===== src/hw/rtl/spf_pkg.sv =====
package spf_pkg;

  localparam logic [31:0] LOOPBACK_ADDR = 32'h0100_007F;
  localparam logic [8:0]  SCORE_MAX     = 9'd511;

  localparam logic [7:0] PROTO_ICMP = 8'd1;
  localparam logic [7:0] PROTO_TCP  = 8'd6;
  localparam logic [7:0] PROTO_UDP  = 8'd17;
  localparam logic [7:0] PROTO_RAW  = 8'd255;
  localparam logic [7:0] ICMP_CODE_UNREACH = 8'd3;

  localparam logic [2:0] CFG_BLOCK_THRESHOLD = 3'd0;
  localparam logic [2:0] CFG_SCORE_CAP       = 3'd1;
  localparam logic [2:0] CFG_SYN_PENALTY     = 3'd2;
  localparam logic [2:0] CFG_FLAG_PENALTY    = 3'd3;
  localparam logic [2:0] CFG_UNREACH_PENALTY = 3'd4;

  localparam logic [1:0] CONN_NONE = 2'd0;
  localparam logic [1:0] CONN_FIND = 2'd1;
  localparam logic [1:0] CONN_ADD  = 2'd2;
  localparam logic [1:0] CONN_DEL  = 2'd3;

  typedef struct packed {
    logic [8:0] block_threshold;
    logic [7:0] score_cap;
    logic [5:0] syn_penalty;
    logic [5:0] flag_penalty;
    logic [5:0] unreach_penalty;
  } cfg_t;

  // one classified packet as handed from front to back
  typedef struct packed {
    logic [31:0] addr;
    logic [15:0] port;
    logic [7:0]  proto;
    logic        bl_check;
    logic [1:0]  conn_op;
    logic        pen1_en;
    logic [5:0]  pen1;
    logic        pen2_en;
    logic [5:0]  pen2;
    logic        base_drop;
  } op_t;

  typedef struct packed {
    logic [31:0] addr;
    logic [15:0] port;
    logic [7:0]  proto;
  } conn_ent_t;

  typedef struct packed {
    logic [31:0] addr;
    logic [8:0]  score;
  } bl_ent_t;

  typedef struct packed {
    logic init_done;
    logic busy;
  } back_stat_t;

  function automatic logic [8:0] score_bump(logic [8:0] s, logic exists,
                                            logic [7:0] cap, logic [5:0] p);
    logic [9:0] sum;
    logic [8:0] res;
    sum = {1'b0, s} + {4'd0, p};
    if (!exists) begin
      res = {3'd0, p};
    end else if (s >= {1'b0, cap}) begin
      res = s;
    end else if (sum > {1'b0, SCORE_MAX}) begin
      res = SCORE_MAX;
    end else begin
      res = sum[8:0];
    end
    return res;
  endfunction

endpackage


===== src/hw/rtl/spf_queue.sv =====
module spf_queue (
  input  logic         clk,
  input  logic         rst_n,
  input  logic         push,
  input  spf_pkg::op_t push_data,
  output logic         full,
  input  logic         pop,
  output spf_pkg::op_t pop_data,
  output logic         empty
);

  spf_pkg::op_t slot_r [2];
  logic       wp_r, wp_nxt;
  logic       rp_r, rp_nxt;
  logic [1:0] cnt_r, cnt_nxt;

  assign full     = (cnt_r == 2'd2);
  assign empty    = (cnt_r == 2'd0);
  assign pop_data = slot_r[rp_r];

  always_comb begin
    wp_nxt  = push ? ~wp_r : wp_r;
    rp_nxt  = pop ? ~rp_r : rp_r;
    cnt_nxt = cnt_r + {1'b0, push} - {1'b0, pop};
  end

  always_ff @(posedge clk) begin
    if (!rst_n) begin
      wp_r  <= 1'b0;
      rp_r  <= 1'b0;
      cnt_r <= 2'd0;
    end else begin
      wp_r  <= wp_nxt;
      rp_r  <= rp_nxt;
      cnt_r <= cnt_nxt;
    end
  end

  always_ff @(posedge clk) begin
    if (push) begin
      slot_r[wp_r] <= push_data;
    end
  end

endmodule


===== config.mk =====
export PLATFORM = sky130hd
export DESIGN_NAME = spf_queue
export DESIGN_NICKNAME = d
export VERILOG_FILES = /design/src/hw/rtl/spf_pkg.sv /design/src/hw/rtl/spf_queue.sv
export SDC_FILE = /design/constraint.sdc
export NUM_CORES = 1
export LEC_CHECK = 0
export ABC_AREA = 1
export BUFFER_PORTS_ARGS = -buffer_cell sky130_fd_sc_hd__buf_2
export CAP_MARGIN = 5
export CORE_ASPECT_RATIO = 0.7
export CORE_MARGIN = 4
export CORE_UTILIZATION = 52
export CTS_CLUSTER_SIZE = 20
export DETAILED_ROUTE_END_ITERATION = 8
export PLACE_DENSITY = 0.87
export SLEW_MARGIN = 20
export SYNTH_ARGS = -nofsm -noshare
export SYNTH_HDL_FRONTEND = slang
export SYNTH_SLANG_ARGS = --single-unit

===== constraint.sdc =====
create_clock -name clk -period 5.2 [get_ports clk]
set_input_delay 0.26 -clock clk [delete_from_list [all_inputs] [get_ports clk]]
set_output_delay 0.26 -clock clk [all_outputs]
set_load 0.02 [all_outputs]

==> flow_summary.toml <==
[worst_setup_path]
critPathMaxStageDelay_ns = 0.73
r2r_end = "slot_r[0][52]"
worstReg2RegStart = "wp_r"
worstPathMaxFanout = 40
crit_path_start_kind = "flop"
crit_path_end_kind = "primary output"
cp.required_ns = 4.94
cp_slowest_cell = "dfxtp_4"
crit_path_cell_trace = "buf_4 > mux2_2 > buf_2"
cp.arrival_ns = 2.42
endpoint = "pop_data[2]"
critPathKind = "flop to primary output"
r2r_cells = 2
reg2reg_slack_ns = 3.06

[power_and_ir_drop]
p_int_w = 0.00232
p_sw_w = 0.000663
pwr-share-seq = 0.489
power_density_nw_per_um2 = 408
combinationalPowerShare = 0.106
p_leak_nw = 2.93
p_total_w = 0.00298
clkPwrFrac = 0.405
peakVddDrop_v = 0.000307
swShare = 0.223

[timing]
hold_viol_final = 0
finalClockSkew_ns = 0.00530
fin_setup_tns_ns = 0
setup_ws_ns = 2.52
slew_headroom = 0.335
grt_setup_unrepaired = "no"
max_slew.worst_pin.slew_ns = 0.995
finalMaxSlewViolations = 0
min_period_ns = 2.68
max_freq_mhz = 374
finalCritPeriodShare = 0.515
setup_violations = 0

[clock_tree]
cts-htree-levels = 4
post_cts_resize_count = 0
cts_sinks = 153
cts_tree = "done"
ctsHoldBuffers = 0
cts_root_buf = "clkbuf_16"
worstSkewPairLatency_ns = 0.40
cts_setup_buffers = 0
clk_pin_slew_ns = 0.06
max-clock-path-buffers = 2
numCtsBuffers = 17

[drt]
vias_per_cell = 4.95
drc = 0
wirelength_um = 10600
drt_iter0_markers = 153
vias = 2918
dr.pass1.iters = 4
ant_nets = 0
wl_per_cell_um = 17.9

[place]
hpwl_um = 6880
placed_cell_area_um2 = 6710
routabilityCongestion = 0.712
numPortBuffers = 153
dpl.cell_count = 559
dp_slack_ns = 2.90

[layout]
antennaDiodeCount = 0
seq_area_um2 = 4550
area_growth_syn_to_layout_pct = 25.6
mostFrequentLayoutCell = "buf_2"
nFillCells = 698
multi_input_area_um2 = 1160
num-nets-final = 510
final_cell_mix = "buf_2 (153), edfxtp_1 (148), mux2_4 (60), clkbuf_16 (17), mux2_2 (14)"
postLayoutCellArea_um2 = 7300
drive_above_1_share = 0.595
final_cells = 590

[synth]
synth_xor_xnor_area_share = 0
synth_cell_types = 12
synth_seq_cells = 153
muxShareOfSynthArea = 0.182
synth_top_cell_area_share = 0.765
ys_warn_count = 0
syn_area_per_cell_um2 = 22.1
synth_compound_area_frac = 0.000861
synth.yosys.seq_area_share = 0.782
synth_top_area_cell = "edfxtp_1"
synthAdderAreaFrac = 0.00431
synth_top_family_by_area = "multiplexers"
synthesis.instances = 263
syn-num-nets = 343
yosys-top-cells-area = "edfxtp_1 (76%), mux2_4 (16%), mux2_2 (2.7%), dfxtp_1 (1.7%), buf_6 (1.4%)"
yosys.area_share.simple = 0.0118
syn_area_um2 = 5810

[grt]
grt.overflow.total = 0
antenna_found_initial = 2
grt_pass1_vias = 2984
grt_use_total = 0.161
grt_pass1_wl_um = 15500
grt_max_degree = 42

[floorplan]
initial_utilization = 0.547
rows = 31
die_area_um2 = 13000
io-pin-count = 154
die_h_um = 96.5
coreArea_um2 = 10600
die_x_um = 134

[min_path]
hold_start = "push_data[18]"
hold_class = "input port to flop"

[job]
max-cap-violations = 0

[status]
status = "completed"
[critical path, delay by kind of cell, from the launching register on]
kind | cells | cell delay, ns
buffers and inverters | 2 | 0.86
DFF | 1 | 0.73
muxes | 1 | 0.41
[layout make-up]
type,count,share of cell area
repair buffers,156,0.108
clock buffers,18,0.0588
clock inverters,13,0.0213
flip-flops and latches,153,0.623
inverters,7,0.00377
multi-input cells,95,0.160
well taps,148,0.0254
[flip-flops by register name, indices dropped and copies added (netlist names), named ones only]
register and count:
rp_r 1, slot_r 148, wp_r 1, cnt_r 2
[Yosys cell counts]
library cell / instances
edfxtp_1: 148
mux2_4: 60
mux2_2: 14
nor2_1: 9
nand2_1: 8
buf_6: 7
inv_1: 7
dfxtp_1: 5
ha_1: 2
a21oi_1: 1
buf_2: 1
nand3_1: 1
[worst min-delay path by stage]
stage	slack [ns]	cells after the start	endpoint
after floorplan	0.35	2	cnt_r[0]
after global placement	0.45	1	slot_r[0][8]
after detailed placement	0.45	1	slot_r[0][15]
after CTS	0.03	1	slot_r[0][33]
after global routing	0.02	1	slot_r[0][72]
final	0.05	1	slot_r[0][18]
[layer usage]
layer  vias up  routed length (um)  share of wire  global-route usage
met5         -                  15         0.0014                   0
met4         4                  77         0.0073              0.0508
met3        13                1060           0.10              0.0730
met2       129                5020           0.47               0.263
met1      1416                4410           0.42               0.197
li1       1356                   -              -                   -
[cell families after synthesis]
family | count (synthesis)
compound gates | 1
buf+inv | 15
simple gates | 18
mux | 74
fa+ha+maj | 2
flops | 153
[per-stage QoR]
step                      hold WS, ns  utilization
after global routing           0.0219        0.687
final                          0.0463        0.687
after floorplan                 0.353            -
after global placement          0.447        0.632
after detailed placement        0.451        0.632
after CTS                      0.0297        0.687
[power by group through the flow]
| stage | Clock [W] | Combinational, W | Sequential [W] |
|---|---|---|---|
| final | 0.00121 | 0.000316 | 0.00146 |
| after detailed placement | 0 | 0.000317 | 0.00148 |
| after CTS | 0.00122 | 0.000320 | 0.00146 |
| after global routing | 0.00129 | 0.000336 | 0.00146 |
| after global placement | 0 | 0.000310 | 0.00148 |
| after floorplan | 0 | 0.000221 | 0.00147 |
Note: power is estimated with default switching activity, not from simulation.
