**config.mk**
```make
export PLATFORM = sky130hd
export DESIGN_NAME = spf_front
export DESIGN_NICKNAME = d
export VERILOG_FILES = /design/src/hw/rtl/spf_pkg.sv /design/src/hw/rtl/spf_front.sv
export SDC_FILE = /design/constraint.sdc
export NUM_CORES = 1
export LEC_CHECK = 0
export ABC_AREA = 1
export BUFFER_PORTS_ARGS = -buffer_cell sky130_fd_sc_hd__buf_2
export CORE_AREA = 2 2 90 92
export DETAILED_ROUTE_END_ITERATION = 7
export DIE_AREA = 0 0 92 94
export GPL_TIMING_DRIVEN = 0
export SLEW_MARGIN = 20
export SYNTH_ARGS = -nofsm -noshare
export SYNTH_HDL_FRONTEND = slang
export SYNTH_SLANG_ARGS = --single-unit
export TNS_END_PERCENT = 100
```
**constraint.sdc**
```tcl
create_clock -name vclk -period 1.61
set_input_delay 0.483 -clock vclk [all_inputs]
set_output_delay 0.483 -clock vclk [all_outputs]
set_load 0.01 [all_outputs]
```
**src/hw/rtl/spf_pkg.sv**
```systemverilog
package spf_pkg;

  localparam logic [31:0] LOOPBACK_ADDR = 32'h0100_007F;
  localparam logic [8:0]  SCORE_MAX     = 9'd511;

  localparam logic [7:0] PROTO_ICMP = 8'd1;
  localparam logic [7:0] PROTO_TCP  = 8'd6;
  localparam logic [7:0] PROTO_UDP  = 8'd17;
  localparam logic [7:0] PROTO_RAW  = 8'd255;
  localparam logic [7:0] ICMP_CODE_UNREACH = 8'd3;

  localparam logic [2:0] CFG_BLOCK_THRESHOLD = 3'd0;
  localparam logic [2:0] CFG_SCORE_CAP       = 3'd1;
  localparam logic [2:0] CFG_SYN_PENALTY     = 3'd2;
  localparam logic [2:0] CFG_FLAG_PENALTY    = 3'd3;
  localparam logic [2:0] CFG_UNREACH_PENALTY = 3'd4;

  localparam logic [1:0] CONN_NONE = 2'd0;
  localparam logic [1:0] CONN_FIND = 2'd1;
  localparam logic [1:0] CONN_ADD  = 2'd2;
  localparam logic [1:0] CONN_DEL  = 2'd3;

  typedef struct packed {
    logic [8:0] block_threshold;
    logic [7:0] score_cap;
    logic [5:0] syn_penalty;
    logic [5:0] flag_penalty;
    logic [5:0] unreach_penalty;
  } cfg_t;

  // one classified packet as handed from front to back
  typedef struct packed {
    logic [31:0] addr;
    logic [15:0] port;
    logic [7:0]  proto;
    logic        bl_check;
    logic [1:0]  conn_op;
    logic        pen1_en;
    logic [5:0]  pen1;
    logic        pen2_en;
    logic [5:0]  pen2;
    logic        base_drop;
  } op_t;

  typedef struct packed {
    logic [31:0] addr;
    logic [15:0] port;
    logic [7:0]  proto;
  } conn_ent_t;

  typedef struct packed {
    logic [31:0] addr;
    logic [8:0]  score;
  } bl_ent_t;

  typedef struct packed {
    logic init_done;
    logic busy;
  } back_stat_t;

  function automatic logic [8:0] score_bump(logic [8:0] s, logic exists,
                                            logic [7:0] cap, logic [5:0] p);
    logic [9:0] sum;
    logic [8:0] res;
    sum = {1'b0, s} + {4'd0, p};
    if (!exists) begin
      res = {3'd0, p};
    end else if (s >= {1'b0, cap}) begin
      res = s;
    end else if (sum > {1'b0, SCORE_MAX}) begin
      res = SCORE_MAX;
    end else begin
      res = sum[8:0];
    end
    return res;
  endfunction

endpackage

```
**src/hw/rtl/spf_front.sv**
```systemverilog
module spf_front (
  input  logic             in_valid,
  output logic             in_ready,
  input  logic             in_action,
  input  logic             in_is_ipv4,
  input  logic [7:0]       in_protocol,
  input  logic [31:0]      in_src_addr,
  input  logic [31:0]      in_dst_addr,
  input  logic [15:0]      in_src_port,
  input  logic [15:0]      in_dst_port,
  input  logic             in_flag_syn,
  input  logic             in_flag_ack,
  input  logic             in_flag_rst,
  input  logic             in_flag_fin,
  input  logic [7:0]       in_icmp_code,
  input  spf_pkg::cfg_t    cfg,
  input  logic             init_done,
  input  logic             q_full,
  output logic             q_push,
  output spf_pkg::op_t     q_data
);

  assign in_ready = init_done && !q_full;
  assign q_push   = in_valid && in_ready;

  always_comb begin
    q_data = '0;
    if (!in_action) begin
      q_data.addr = in_src_addr;
      q_data.port = in_src_port;
      if (in_is_ipv4) begin
        priority if (in_protocol == spf_pkg::PROTO_TCP) begin
          q_data.proto    = spf_pkg::PROTO_TCP;
          q_data.bl_check = 1'b1;
          q_data.conn_op  = spf_pkg::CONN_FIND;
          q_data.pen1_en  = in_flag_syn;
          q_data.pen1     = cfg.syn_penalty;
          q_data.pen2_en  = in_flag_ack || in_flag_rst || in_flag_fin;
          q_data.pen2     = cfg.flag_penalty;
        end else if (in_protocol == spf_pkg::PROTO_UDP) begin
          q_data.proto    = spf_pkg::PROTO_UDP;
          q_data.bl_check = 1'b1;
          q_data.conn_op  = spf_pkg::CONN_ADD;
        end else if (in_protocol == spf_pkg::PROTO_ICMP ||
                     in_protocol == spf_pkg::PROTO_RAW) begin
          q_data.base_drop = 1'b1;
        end else begin
          q_data.base_drop = 1'b0;
        end
      end
    end else begin
      q_data.addr = in_dst_addr;
      q_data.port = in_dst_port;
      priority if (in_protocol == spf_pkg::PROTO_TCP) begin
        q_data.proto    = spf_pkg::PROTO_TCP;
        q_data.bl_check = 1'b1;
        if (in_flag_syn && !in_flag_ack) begin
          q_data.conn_op = spf_pkg::CONN_ADD;
        end else if (in_flag_fin) begin
          q_data.conn_op = spf_pkg::CONN_DEL;
        end
      end else if (in_protocol == spf_pkg::PROTO_UDP) begin
        q_data.bl_check = 1'b1;
      end else if (in_protocol == spf_pkg::PROTO_ICMP &&
                   in_icmp_code == spf_pkg::ICMP_CODE_UNREACH) begin
        q_data.pen1_en   = 1'b1;
        q_data.pen1      = cfg.unreach_penalty;
        q_data.base_drop = 1'b1;
      end else begin
        q_data.base_drop = 1'b0;
      end
    end
  end

endmodule

```
==> run_results.csv <==
group,metric,value,unit
run_status,run_status,"finished with violations",
run_status,violations,"setup timing",
layout,nets,646,
timing,fin_crit_sh,117,%
flow_run,max-cap-violations,0,
power,p_leak,2.02,nW
setup_path,endpoint_kind,"output pin",
setup_path,crit_path_max_fanout,5,
detailed_routing,viasPerCell,4.09,
logic_synthesis,syn-mean-instance-area,4.23,um^2
placement,io_buffers,210,
layout,drive_gt1_share,72.7,%
timing,setup_violations,70,
die,num_rows,32,
global_routing,grt_usage,13.3,%
die,dieArea,8650,um^2
setup_path,timing.critical_path.buf_inv,4,
setup_path,path_common_cell,"buf_6",
detailed_routing,routedWlPerCell,11.9,um
setup_path,cp_num_cells,8,
detailed_routing,drtIter0Drc,51,
layout,area_growth,202,%
logic_synthesis,syn_area,1070,um^2
timing,final_hold_viol_count,0,
detailed_routing,vias,2416,
timing,min_period,1880,ps
die,die_h,94,um
setup_path,cp.arrival,1390,ps
power,power_density,243,nW/um^2
die,ios,232,
global_routing,grt.overflow.total,0,
setup_path,slowest_stage,"nor2_4",
die,die_x,92,um
timing,setup_tns,-9420,ps
setup_path,cp_cell_sequence,"buf_6, nor2_4, nand2_4, nor2_4, buf_6, o21a_4, buf_6, buf_6",
worst_hold_path,hold_class,"primary input to output pin",
layout,fillCellCount,783,
power,p_total,0.788,mW
global_routing,antenna_found_initial,1,
logic_synthesis,yosysWarningCount,0,
setup_path,critPathLaunchType,"primary input",
logic_synthesis,syn_inst,254,
setup_path,cpLargestDelayFamily,"buffers and inverters",
global_routing,grt_pass1_wl,9690,um
logic_synthesis,yosysSeqAreaShare,0,%
timing,rsz0062_at_grt,"true",
layout,nClkBuffers,0,
placement,gp_congestion,0.726,
setup_path,max_stage_delay,150,ps
power,irDropWorstVdd,0.0000757,V
placement,place_area,2290,um^2
setup_path,worstPathRequired,1130,ps
timing,fmax,0.533,GHz
die,initial_utilization,14.1,%
layout,multi_input_comb_area,1290,um^2
die,core_area,7610,um^2
detailed_routing,wirelength,7000,um
global_routing,grt_max_degree,11,
detailed_routing,dr.pass1.iters,4,
layout,diodes,0,
worst_hold_path,whs_path_depth,3,
layout,stdcell_area,3240,um^2
detailed_routing,post-route-drc-count,0,
detailed_routing,ant_nets,0,
placement,hpwl,5050,um
timing,drv_slew,0,
global_routing,grt_pass1_vias,2147,
logic_synthesis,yosysUniqueCellTypes,21,
timing,holdWs,1210,ps
layout,regArea,0,um^2
layout,seq_cells,0,
setup_path,crit_type,"primary input to output pin",
timing,setup_ws,-268,ps
-- cell type report --
cell class	instances	area share [%]
Buffer	16	6.25
Inverter	18	2.47
Multi-Input combinational cell	221	39.8
Tap cell	102	3.94
Timing Repair Buffer	233	47.5
-- what timing repair did --
| action | CTS | global route |
|---|---|---|
| setup buffers | 14 | 3 |
| hold buffers | 0 | 0 |
| gates cloned | 6 | 1 |
| setup endpoints to repair | 70 | 70 |
| gates resized for setup | 75 | 128 |
| pin swaps | 16 | 19 |
-- logic make-up (layout without fill, tap and decap cells) --
logic type	count (synthesis)	after routing	synth area share (%)
AOI/OAI and AO/OA	4	4	2.10
buffers and inverters	36	267	16.9
and+or+nand+nor	213	213	80.7
other	1	4	0.349
-- through the flow --
step	std cells	util, %	setup slack [ps]
global placement	569	30.2	-304
global route	590	42.6	-311
finish	590	42.6	-268
detailed placement	569	30.2	-314
floorplan	257	-	-25.5
CTS	589	36.9	-267
-- power by group --
part           switching [mW]  internal (mW)  total, mW  leakage (nW)
clock                       0              0          0             0
combinational           0.368          0.420      0.788          2.02
sequential                  0              0          0             0
total                   0.368          0.420      0.788          2.02
-- Yosys cell counts, drive strengths merged --
cell      n  area share (%)
a21oi     1            0.47
buf      14             9.2
clkbuf    4             1.4
conb      1            0.35
inv      18             6.3
nand2   169              60
nand3    15             7.0
nand4     1            0.58
nor2     25              11
nor3      2             2.0
nor3b     1            0.70
o21a      1            0.70
o21ai     2            0.93
-- metal layers --
| layer | up-vias | wire length, um | global-route usage [%] |
|---|---|---|---|
| li1 | 1221 | - | - |
| met1 | 1056 | 2450 | 14.6 |
| met2 | 135 | 3870 | 27.3 |
| met3 | 4 | 648 | 2.41 |
| met4 | 0 | 33 | 0.871 |
| met5 | - | 0 | 0 |
-- path summary, 6_finish.rpt --
path	endpoint	from	slack, ps
setup / recovery	q_data[20]	in_protocol[7]	-270
hold / removal	in_ready	q_full	1210
-- cells in the final DEF, fill, tap and decap left out, drive strengths merged --
master / count
buf: 244
nand2: 169
nor2: 25
inv: 17
nand3: 15
clkbuf: 5
conb: 4
o21ai: 2
nor3: 2
clkinv: 1
o21a: 1
a21oi: 1
nand4: 1
nor3b: 1
Power figures use the tool's default switching activity.
